--- src/rtl/phet_pkg.sv ---
// Shared types and constants for the priority event hook table.
// Used by every module of the block except phet_ram; depends on nothing.
`default_nettype none

package phet_pkg;

	localparam int DEFAULT_TABLE_DEPTH = 32;
	localparam int RESULT_LIMIT = 32;
	localparam int CAP_W = 6;
	localparam int CODE_W = 16;

	typedef enum logic [1:0] {
		FUNC_REGISTER = 2'd0,
		FUNC_DISPATCH = 2'd1,
		FUNC_ENABLE = 2'd2
	} func_t;

	typedef struct packed {
		logic [1:0] func;
		logic [CODE_W-1:0] event_code;
		logic [CODE_W-1:0] owner_id;
		logic signed [CODE_W-1:0] priority_req;
		logic enable_flag;
		logic [CAP_W-1:0] max_handlers;
	} in_item_t;

	typedef struct packed {
		logic status;
		logic has_handler;
		logic [CODE_W-1:0] handler_out;
		logic [CAP_W-1:0] dispatch_count;
		logic [CAP_W-1:0] entries_used;
		logic last;
	} out_item_t;

	// one hook as stored in the table memory
	typedef struct packed {
		logic [CODE_W-1:0] event_code;
		logic [CODE_W-1:0] owner_id;
		logic signed [CODE_W-1:0] prio;
		logic enabled;
	} entry_t;

	// one dispatch candidate in the sort memory
	typedef struct packed {
		logic signed [CODE_W-1:0] prio;
		logic [CODE_W-1:0] owner_id;
	} pick_t;

	typedef enum logic [3:0] {
		ST_IDLE,
		ST_DECODE,
		ST_REG,
		ST_SCAN,
		ST_SORT_LOAD,
		ST_SORT_CUR,
		ST_SORT_SCAN,
		ST_SORT_STORE,
		ST_EMIT_INIT,
		ST_EMIT_RD,
		ST_EMIT_PUSH,
		ST_RESP
	} state_t;

	typedef enum logic [3:0] {
		CMD_NONE,
		CMD_ACCEPT,
		CMD_REG,
		CMD_SCAN,
		CMD_SORT_LOAD,
		CMD_SORT_CUR,
		CMD_SORT_SCAN,
		CMD_SORT_STORE,
		CMD_EMIT_INIT,
		CMD_EMIT_RD,
		CMD_EMIT_PUSH,
		CMD_RESP
	} cmd_t;

	typedef struct packed {
		logic [1:0] func;
		logic scan_done;
		logic cnt_ge2;
		logic pass_end;
		logic next_pass;
		logic n_zero;
		logic out_free;
		logic emit_last;
	} status_t;

endpackage

`default_nettype wire

--- src/rtl/phet_ram.sv ---
// Generic single-write, single-read RAM with registered read data.
// No dependencies.
`default_nettype none

module phet_ram #(
	parameter int WIDTH = 8,
	parameter int DEPTH = 32,
	localparam int AW = (DEPTH > 1) ? $clog2(DEPTH) : 1
) (
	input  wire logic             clk,
	input  wire logic             wr_en,
	input  wire logic [AW-1:0]    wr_addr,
	input  wire logic [WIDTH-1:0] wr_data,
	input  wire logic             rd_en,
	input  wire logic [AW-1:0]    rd_addr,
	output logic      [WIDTH-1:0] rd_data
);

	logic [WIDTH-1:0] mem_q [DEPTH];

	always_ff @(posedge clk) begin
		if (wr_en) begin
			mem_q[wr_addr] <= wr_data;
		end
		if (rd_en) begin
			rd_data <= mem_q[rd_addr];
		end
	end

endmodule

`default_nettype wire

--- src/rtl/phet_ctrl.sv ---
// Controller state machine of the hook table: sequences register, enable,
// dispatch scan, exchange sort and result emission. Depends on phet_pkg.
`default_nettype none

module phet_ctrl (
	input  wire logic               clk,
	input  wire logic               arst_n,
	input  wire logic               in_valid,
	output logic                    in_ready,
	input  wire phet_pkg::status_t  sts,
	output phet_pkg::cmd_t          cmd
);

	phet_pkg::state_t state_q, state_d;

	always_ff @(posedge clk or negedge arst_n) begin
		if (!arst_n) begin
			state_q <= phet_pkg::ST_IDLE;
		end else begin
			state_q <= state_d;
		end
	end

	always_comb begin
		state_d = state_q;
		cmd = phet_pkg::CMD_NONE;
		in_ready = 1'b0;
		unique case (state_q)
			phet_pkg::ST_IDLE: begin
				in_ready = 1'b1;
				if (in_valid) begin
					cmd = phet_pkg::CMD_ACCEPT;
					state_d = phet_pkg::ST_DECODE;
				end
			end
			phet_pkg::ST_DECODE: begin
				case (sts.func) inside
					phet_pkg::FUNC_REGISTER: state_d = phet_pkg::ST_REG;
					phet_pkg::FUNC_DISPATCH, phet_pkg::FUNC_ENABLE: state_d = phet_pkg::ST_SCAN;
					default: state_d = phet_pkg::ST_RESP;
				endcase
			end
			phet_pkg::ST_REG: begin
				cmd = phet_pkg::CMD_REG;
				state_d = phet_pkg::ST_RESP;
			end
			phet_pkg::ST_SCAN: begin
				cmd = phet_pkg::CMD_SCAN;
				if (sts.scan_done) begin
					if (sts.func != phet_pkg::FUNC_DISPATCH) begin
						state_d = phet_pkg::ST_RESP;
					end else if (sts.cnt_ge2) begin
						state_d = phet_pkg::ST_SORT_LOAD;
					end else begin
						state_d = phet_pkg::ST_EMIT_INIT;
					end
				end
			end
			phet_pkg::ST_SORT_LOAD: begin
				cmd = phet_pkg::CMD_SORT_LOAD;
				state_d = phet_pkg::ST_SORT_CUR;
			end
			phet_pkg::ST_SORT_CUR: begin
				cmd = phet_pkg::CMD_SORT_CUR;
				state_d = phet_pkg::ST_SORT_SCAN;
			end
			phet_pkg::ST_SORT_SCAN: begin
				cmd = phet_pkg::CMD_SORT_SCAN;
				if (sts.pass_end) begin
					state_d = phet_pkg::ST_SORT_STORE;
				end
			end
			phet_pkg::ST_SORT_STORE: begin
				cmd = phet_pkg::CMD_SORT_STORE;
				state_d = sts.next_pass ? phet_pkg::ST_SORT_LOAD : phet_pkg::ST_EMIT_INIT;
			end
			phet_pkg::ST_EMIT_INIT: begin
				cmd = phet_pkg::CMD_EMIT_INIT;
				state_d = sts.n_zero ? phet_pkg::ST_RESP : phet_pkg::ST_EMIT_RD;
			end
			phet_pkg::ST_EMIT_RD: begin
				cmd = phet_pkg::CMD_EMIT_RD;
				state_d = phet_pkg::ST_EMIT_PUSH;
			end
			phet_pkg::ST_EMIT_PUSH: begin
				if (sts.out_free) begin
					cmd = phet_pkg::CMD_EMIT_PUSH;
					state_d = sts.emit_last ? phet_pkg::ST_IDLE : phet_pkg::ST_EMIT_RD;
				end
			end
			phet_pkg::ST_RESP: begin
				if (sts.out_free) begin
					cmd = phet_pkg::CMD_RESP;
					state_d = phet_pkg::ST_IDLE;
				end
			end
			default: state_d = phet_pkg::ST_IDLE;
		endcase
	end

endmodule

`default_nettype wire

--- src/rtl/phet_dp.sv ---
// Datapath of the hook table: hook and candidate memories, scan and sort
// counters, output register. Depends on phet_pkg and phet_ram.
`default_nettype none

module phet_dp #(
	parameter int TABLE_DEPTH = phet_pkg::DEFAULT_TABLE_DEPTH
) (
	input  wire logic                clk,
	input  wire logic                arst_n,
	input  wire phet_pkg::in_item_t  in_item,
	input  wire phet_pkg::cmd_t      cmd,
	output phet_pkg::status_t        sts,
	output logic                     out_valid,
	input  wire logic                out_ready,
	output phet_pkg::out_item_t      out_item
);

	localparam int AW = (TABLE_DEPTH > 1) ? $clog2(TABLE_DEPTH) : 1;
	localparam int CW = $clog2(TABLE_DEPTH + 1);

	phet_pkg::in_item_t req_q;
	logic [CW-1:0] count_q;
	logic [CW-1:0] idx_q;
	logic [CW-1:0] cnt_q;
	logic [CW-1:0] a_q;
	logic [AW-1:0] addr_s1;
	logic vld_s1;
	logic st_q;
	phet_pkg::pick_t cur_q;
	logic [phet_pkg::CAP_W-1:0] n_q;
	logic [phet_pkg::CAP_W-1:0] e_q;
	phet_pkg::out_item_t out_q;
	logic out_valid_q;

	logic tab_we, tab_re, pk_we, pk_re;
	logic [AW-1:0] tab_waddr, tab_raddr, pk_waddr, pk_raddr;
	phet_pkg::entry_t tab_wdata, tab_rd;
	phet_pkg::pick_t pk_wdata, pk_rd;

	logic full, out_free, issue, load, swap, hid_hit, ev_hit;
	logic [6:0] cnt_w, cap_w, min_w, n_w;

	phet_ram #(.WIDTH($bits(phet_pkg::entry_t)), .DEPTH(TABLE_DEPTH)) u_tab_ram (
		.clk     (clk),
		.wr_en   (tab_we),
		.wr_addr (tab_waddr),
		.wr_data (tab_wdata),
		.rd_en   (tab_re),
		.rd_addr (tab_raddr),
		.rd_data (tab_rd)
	);

	phet_ram #(.WIDTH($bits(phet_pkg::pick_t)), .DEPTH(TABLE_DEPTH)) u_pick_ram (
		.clk     (clk),
		.wr_en   (pk_we),
		.wr_addr (pk_waddr),
		.wr_data (pk_wdata),
		.rd_en   (pk_re),
		.rd_addr (pk_raddr),
		.rd_data (pk_rd)
	);

	assign full = (count_q == CW'(TABLE_DEPTH));
	assign out_free = !out_valid_q || out_ready;
	assign load = (cmd == phet_pkg::CMD_EMIT_PUSH) || (cmd == phet_pkg::CMD_RESP);
	assign hid_hit = (tab_rd.owner_id == req_q.owner_id);
	assign ev_hit = tab_rd.enabled && (tab_rd.event_code == req_q.event_code);
	assign swap = vld_s1 && (pk_rd.prio > cur_q.prio);

	// scan issue: table reads during ST_SCAN, candidate reads during a sort pass
	always_comb begin
		issue = 1'b0;
		if (cmd == phet_pkg::CMD_SCAN) begin
			issue = (idx_q < count_q);
		end else if (cmd == phet_pkg::CMD_SORT_SCAN) begin
			issue = (idx_q < cnt_q);
		end
	end

	// result count: min of candidates, cap and the result limit
	always_comb begin
		cnt_w = 7'(cnt_q);
		cap_w = 7'(req_q.max_handlers);
		min_w = (cnt_w < cap_w) ? cnt_w : cap_w;
		n_w = (min_w > 7'(phet_pkg::RESULT_LIMIT)) ? 7'(phet_pkg::RESULT_LIMIT) : min_w;
	end

	always_comb begin
		tab_we = 1'b0;
		tab_waddr = count_q[AW-1:0];
		tab_wdata = '{event_code: req_q.event_code, owner_id: req_q.owner_id,
			prio: req_q.priority_req, enabled: 1'b1};
		tab_re = (cmd == phet_pkg::CMD_SCAN) && issue;
		tab_raddr = idx_q[AW-1:0];
		pk_we = 1'b0;
		pk_waddr = cnt_q[AW-1:0];
		pk_wdata = '{prio: tab_rd.prio, owner_id: tab_rd.owner_id};
		pk_re = 1'b0;
		pk_raddr = idx_q[AW-1:0];
		case (cmd)
			phet_pkg::CMD_REG: tab_we = !full;
			phet_pkg::CMD_SCAN: begin
				if (vld_s1 && req_q.func == phet_pkg::FUNC_ENABLE && hid_hit) begin
					tab_we = 1'b1;
					tab_waddr = addr_s1;
					tab_wdata = tab_rd;
					tab_wdata.enabled = req_q.enable_flag;
				end
				pk_we = vld_s1 && req_q.func == phet_pkg::FUNC_DISPATCH && ev_hit;
			end
			phet_pkg::CMD_SORT_LOAD: begin
				pk_re = 1'b1;
				pk_raddr = a_q[AW-1:0];
			end
			phet_pkg::CMD_SORT_SCAN: begin
				pk_re = issue;
				// push the displaced current head back into the slot just read
				pk_we = swap;
				pk_waddr = addr_s1;
				pk_wdata = cur_q;
			end
			phet_pkg::CMD_SORT_STORE: begin
				pk_we = 1'b1;
				pk_waddr = a_q[AW-1:0];
				pk_wdata = cur_q;
			end
			phet_pkg::CMD_EMIT_RD: begin
				pk_re = 1'b1;
				pk_raddr = AW'(e_q);
			end
			default: ;
		endcase
	end

	always_ff @(posedge clk or negedge arst_n) begin
		if (!arst_n) begin
			count_q <= '0;
			cnt_q <= '0;
			idx_q <= '0;
			a_q <= '0;
			vld_s1 <= 1'b0;
			st_q <= 1'b0;
			e_q <= '0;
			out_valid_q <= 1'b0;
		end else begin
			if (load) begin
				out_valid_q <= 1'b1;
			end else if (out_ready) begin
				out_valid_q <= 1'b0;
			end
			if (cmd == phet_pkg::CMD_SCAN || cmd == phet_pkg::CMD_SORT_SCAN) begin
				vld_s1 <= issue;
				if (issue) begin
					idx_q <= idx_q + CW'(1);
				end
			end
			case (cmd)
				phet_pkg::CMD_ACCEPT: begin
					cnt_q <= '0;
					idx_q <= '0;
					a_q <= '0;
					vld_s1 <= 1'b0;
					st_q <= 1'b0;
				end
				phet_pkg::CMD_REG: begin
					if (full) begin
						st_q <= 1'b1;
					end else begin
						count_q <= count_q + CW'(1);
					end
				end
				phet_pkg::CMD_SCAN: begin
					if (pk_we) begin
						cnt_q <= cnt_q + CW'(1);
					end
				end
				phet_pkg::CMD_SORT_CUR: begin
					idx_q <= a_q + CW'(1);
					vld_s1 <= 1'b0;
				end
				phet_pkg::CMD_SORT_STORE: a_q <= a_q + CW'(1);
				phet_pkg::CMD_EMIT_INIT: e_q <= '0;
				phet_pkg::CMD_EMIT_PUSH: e_q <= e_q + 6'd1;
				default: ;
			endcase
		end
	end

	// payload registers
	always_ff @(posedge clk) begin
		if (cmd == phet_pkg::CMD_ACCEPT) begin
			req_q <= in_item;
		end
		if (issue) begin
			addr_s1 <= idx_q[AW-1:0];
		end
		if (cmd == phet_pkg::CMD_SORT_CUR) begin
			cur_q <= pk_rd;
		end else if (cmd == phet_pkg::CMD_SORT_SCAN && swap) begin
			cur_q <= pk_rd;
		end
		if (cmd == phet_pkg::CMD_EMIT_INIT) begin
			n_q <= 6'(n_w);
		end
		if (cmd == phet_pkg::CMD_EMIT_PUSH) begin
			out_q <= '{status: 1'b0, has_handler: 1'b1, handler_out: pk_rd.owner_id,
				dispatch_count: n_q, entries_used: 6'(count_q), last: sts.emit_last};
		end else if (cmd == phet_pkg::CMD_RESP) begin
			out_q <= '{status: st_q, has_handler: 1'b0, handler_out: '0,
				dispatch_count: '0, entries_used: 6'(count_q), last: 1'b1};
		end
	end

	always_comb begin
		sts.func = req_q.func;
		sts.scan_done = (idx_q == count_q) && !vld_s1;
		sts.cnt_ge2 = ((CW+1)'(cnt_q) >= (CW+1)'(2));
		sts.pass_end = (idx_q == cnt_q) && vld_s1;
		sts.next_pass = ((CW+1)'(a_q) + (CW+1)'(2)) < (CW+1)'(cnt_q);
		sts.n_zero = (n_w == 7'd0);
		sts.out_free = out_free;
		sts.emit_last = ((7'(e_q) + 7'd1) == 7'(n_q));
	end

	assign out_valid = out_valid_q;
	assign out_item = out_q;

	a_reg_grows: assert property (@(posedge clk) disable iff (!arst_n)
		(cmd == phet_pkg::CMD_REG && !full) |=> (count_q == $past(count_q) + CW'(1)))
		else $error("register did not append a hook");

	a_load_free: assert property (@(posedge clk) disable iff (!arst_n)
		load |-> out_free)
		else $error("output register overwritten while a result waits");

	a_cnt_bound: assert property (@(posedge clk) disable iff (!arst_n)
		cnt_q <= count_q)
		else $error("candidate count exceeds hook count");

	a_swap_takes: assert property (@(posedge clk) disable iff (!arst_n)
		(cmd == phet_pkg::CMD_SORT_SCAN && swap) |=> (cur_q == $past(pk_rd)))
		else $error("sort head not replaced by higher priority candidate");

endmodule

`default_nettype wire

--- src/rtl/priority_event_hook_table_top.sv ---
// Top level of the priority event hook table: controller plus datapath.
// Depends on phet_pkg, phet_ctrl, phet_dp (and phet_ram through phet_dp).
//
// Usage: one input channel (in_valid/in_ready/in_item) carries operations:
// register a hook, dispatch an event, or set the enable flag of a handler.
// One output channel (out_valid/out_ready/out_item) gives the results:
// one item per register, enable or unused code, one item per dispatched
// handler id (last set on the final one), or one empty item for a dispatch
// that selects nothing. in_ready is high only while the block is idle; one
// operation is in work at a time, and a finished result may wait in the
// output register while the next item is taken.
// Enable and dispatch scan all N registered hooks through the single read
// port of the hook memory; a dispatch with C matching candidates then runs
// the exchange sort on the candidate memory when C is 2 or more, sets up
// emission and reads the candidate memory once per id emitted.
// A stalled receiver holds the result in the output register and pauses
// emission. Reset clears the hook count and control state; the memories
// keep no reset value and need no clearing pass.
`default_nettype none

module priority_event_hook_table_top #(
	parameter int TABLE_DEPTH = phet_pkg::DEFAULT_TABLE_DEPTH
) (
	input  wire logic                clk,
	input  wire logic                arst_n,
	input  wire logic                in_valid,
	output logic                     in_ready,
	input  wire phet_pkg::in_item_t  in_item,
	output logic                     out_valid,
	input  wire logic                out_ready,
	output phet_pkg::out_item_t      out_item
);

	phet_pkg::cmd_t cmd;
	phet_pkg::status_t sts;

	phet_ctrl u_ctrl (
		.clk      (clk),
		.arst_n   (arst_n),
		.in_valid (in_valid),
		.in_ready (in_ready),
		.sts      (sts),
		.cmd      (cmd)
	);

	phet_dp #(.TABLE_DEPTH(TABLE_DEPTH)) u_dp (
		.clk       (clk),
		.arst_n    (arst_n),
		.in_item   (in_item),
		.cmd       (cmd),
		.sts       (sts),
		.out_valid (out_valid),
		.out_ready (out_ready),
		.out_item  (out_item)
	);

endmodule

`default_nettype wire

--- config.mk ---
export PLATFORM = sky130hd
export DESIGN_NAME = priority_event_hook_table_top
export DESIGN_NICKNAME = d
export VERILOG_FILES = /design/src/rtl/phet_pkg.sv /design/src/rtl/phet_ram.sv /design/src/rtl/phet_ctrl.sv /design/src/rtl/phet_dp.sv /design/src/rtl/priority_event_hook_table_top.sv
export SDC_FILE = /design/constraint.sdc
export NUM_CORES = 2
export LEC_CHECK = 0
export BUFFER_PORTS_ARGS = -buffer_cell sky130_fd_sc_hd__buf_2
export CORE_UTILIZATION = 55
export CTS_CLUSTER_SIZE = 20
export DETAILED_ROUTE_END_ITERATION = 16
export PLACE_DENSITY_LB_ADDON = 0.08
export SLEW_MARGIN = 15
export SYNTH_ARGS = -nofsm -noshare
export SYNTH_HDL_FRONTEND = slang
export SYNTH_SLANG_ARGS = --single-unit
--- constraint.sdc ---
create_clock -name clk -period 6.76 [get_ports clk]
set_input_delay 1.014 -clock clk [delete_from_list [all_inputs] [get_ports clk]]
set_output_delay 1.014 -clock clk [all_outputs]
set_load 0.01 [all_outputs]
==> results.cfg <==
[clocking]
numCtsBuffers = 304
cts_tree = yes
cts_sinks = 2841
path_clk_slew_ns = 0.06
cts_setup_buffers = 0
cts_resized = 0
clk_latency_ns = 0.93
clockBufferDepth = 4
htreeDepth = 5
hold_buffers = 0
clock-root-buffer = clkbuf_16

[status]
violations = DRC
status = finished, violations left

[cells_and_area]
mostFrequentLayoutCells = edfxtp_1, nand2_1, mux4_2
multi_input_area_um2 = 24700
seq_area_um2 = 85100
final_layout_size_suffix_gt1_share_pct = 20.8
area_delta_synth_final_pct = 12.4
layout_commonest_cell = edfxtp_1
fill_cells = 14100
fin_nets = 6318

[yosys]
synth_edf_count = 2802
synth-main-ff-cell = edfxtp_1
syn_area_um2 = 111000
yosys_register_bits = 2841
synth.avg_cell_area_um2 = 18.4
async_flop_share_pct = 1.30
ys_warn_count = 0
synth_cells = 6024
syn_nets = 6131
synth_cell_type_count = 70
ys_seq_area_share_pct = 76.6

[global_route]
grt_util_all_layers_pct = 28.0
grt_max_degree = 193
antenna_found_initial = 6
grt_pass1_wl_mm = 410
grt_remaining_overflow = 0
grt_pass1_vias = 57800

[route]
first_pass_iters = 13
vias_per_cell = 6.43
vias = 58400
drt-total-wl_mm = 284
post-route-drc-count = 2
drt_iter0_drc = 6486
ant_nets = 0
wire_per_inst_um = 31.3

[critical_path]
worstPathArrival_ns = 6.08
cpPeakStageDelay_ns = 0.87
timing.rr.start = u_ctrl.state_q[0]
required_ns = 7.33
path_class = reg2reg
endpoint_kind = flip-flop
worstReg2RegEnd = u_dp.u_pick_ram.rd_data[24]
critical_path.slowest_cell = nor4_1
timing.critical_path.from_type = flip-flop
path_cells = or4b_2 > nand3_4 > nand2_4 > buf_4 > buf_12 > a211oi_1 > a31oi_1 > o22ai_1 > nor4_1
worstPathMaxFanout = 192
ff2ff_setup_slack_ns = 1.25
r2r_cells = 9

[sta]
fin_skew_ns = 0.0453
min_period_ns = 5.51
fin_ws_ns = 1.25
slew_headroom_pct = 18.2
finalMaxSlewViolations = 0
rsz0062_at_grt = no
fmax_ghz = 0.181
hold_viol_final = 0
setup_viol = 0
tightest_slew_ns = 1.22
setup_tns_ns = 0
period_share_pct = 81.6

[die]
fp.dieArea_um2 = 204000
start_util_pct = 55.5
fp.dieH_um = 451
ios = 94
rows = 164
coreArea_um2 = 200000
die_x_um = 451

[pwr]
pwr-share-seq_pct = 41.9
combPwrFrac_pct = 28.4
leakage_nw = 40.3
ir_drop_v = 0.000530
power_density_nw_per_um2 = 427
p_int_mw = 36.6
switching_share_pct = 31.3
clkPwrFrac_pct = 29.7
power.switching_mw = 16.7

[place]
dp_slack_ns = 1.38
routabilityCongestion = 0.861
portBuffers = 93
hpwl_mm = 155

[min_path]
hold_path.class = in2async

[run]
maxCapViolCount = 0
## flip-flops by register name, indices dropped and copies added, names as in the netlist
signal / cells
u_ctrl.state_q: 4
u_dp.a_q: 6
u_dp.addr_s1: 5
u_dp.cap_w: 6
u_dp.cnt_q: 6
u_dp.count_q: 6
u_dp.cur_q: 32
u_dp.e_q: 6
u_dp.idx_q: 6
u_dp.n_q: 6
u_dp.out_item: 31
u_dp.out_valid: 1
u_dp.req_q: 49
u_dp.st_q: 1
u_dp.sts: 2
u_dp.u_pick_ram.mem_q: 1024
u_dp.u_pick_ram.rd_data: 32
u_dp.u_tab_ram.mem_q: 1568
u_dp.u_tab_ram.rd_data: 49
u_dp.vld_s1: 1
## cells in the mapped netlist (all sizes together), types with 4 or more instances
cell type	number	area (um^2)
mux4	490	11000
a22oi	5	37.5
ha	46	576
a21oi	35	194
inv	50	188
or3	5	31.3
nor4b	5	77.6
mux2i	10	100
o22ai	132	826
a31oi	263	1650
clkbuf	278	1040
nor3	46	230
a221o	4	40.0
xnor2	29	254
dfrtp	37	926
nand2	743	2790
and2	26	163
buf	120	583
o211ai	7	52.6
nand3	31	165
xor2	21	184
mux2	51	574
a21o	8	60.1
a211oi	259	1940
nor2b	9	56.3
nor2	76	293
edfxtp	2802	84100
nand2b	8	50.1
o21a	6	45.0
nand4	15	93.8
nand4b	4	35.0
and3	261	1630
o21ai	59	295
or4	6	45.0
nor4	37	238
## per-stage QoR
stage                     hold slack [ns]  power, mW  cells  area [um^2]  util (%)
after floorplan                     0.417       32.9   6024       111000         -
after global placement              0.440       37.8   8561       115000      57.7
after detailed placement            0.444       37.9   8561       116000      57.7
after CTS                           0.193       53.7   9069       125000      62.3
after global routing                0.215       55.3   9070       125000      62.3
final                               0.257       53.3   9074       125000      62.3
## cell type report
| class | instances | area share (%) |
|---|---|---|
| Antenna cell | 5 | 0.0100 |
| Clock buffer | 382 | 6.47 |
| Clock inverter | 126 | 0.979 |
| Inverter | 50 | 0.152 |
| Multi-Input combinational cell | 2735 | 19.8 |
| Sequential cell | 2841 | 68.2 |
| Tap cell | 2656 | 2.66 |
| Timing Repair Buffer | 279 | 1.73 |
## routing by layer
metal  wire, um  up-vias  part of all wire, %  global-route usage [%]
li1           -    24800                    -                       -
met1     115000    30800                   40                    38.7
met2     142000     2275                   50                    46.3
met3      18200      507                  6.4                    3.94
met4       9030        4                  3.2                    9.09
met5         27        -               0.0095                       0
## worst max-delay path by stage
stage	start	endpoint	slack [ns]	depth (start not counted)
floorplan	u_dp.idx_q[0]	u_dp.u_tab_ram.rd_data[0]	1.32	10
global placement	u_ctrl.state_q[1]	u_dp.u_pick_ram.mem_q[14][27]	1.27	8
detailed placement	u_ctrl.state_q[0]	u_dp.u_pick_ram.rd_data[24]	1.38	9
CTS	u_ctrl.state_q[0]	u_dp.u_pick_ram.rd_data[24]	1.36	9
global route	u_ctrl.state_q[0]	u_dp.u_pick_ram.rd_data[24]	1.11	9
finish	u_ctrl.state_q[0]	u_dp.u_pick_ram.rd_data[24]	1.25	9
## critical path: cells and delay by family, from the launching register on
| kind | cells | cell delay [ns] |
|---|---|---|
| flops | 1 | 0.86 |
| compound gates | 3 | 0.50 |
| simple gates | 4 | 2.28 |
| buf+inv | 2 | 1.20 |
## power by group through the flow
stage          sequential, mW  combinational [mW]  clock, mW
3_3_place_gp             22.7                15.1          0
4_1_cts                  22.3                15.3       16.1
6_report                 22.3                15.2       15.8
3_5_place_dp             22.7                15.2          0
5_1_grt                  22.4                16.3       16.7
2_1_floorplan            22.1                10.7          0
## kinds of logic after synthesis
logic type	count (synthesis)	synth area share, %
flops	2841	76.6
simple gates	1281	5.39
compound gates	806	4.86
mux	551	10.5
buf+inv	448	1.63
xor+xnor	51	0.415
fa+ha+maj	46	0.518
(Power assumes the default switching activity.)
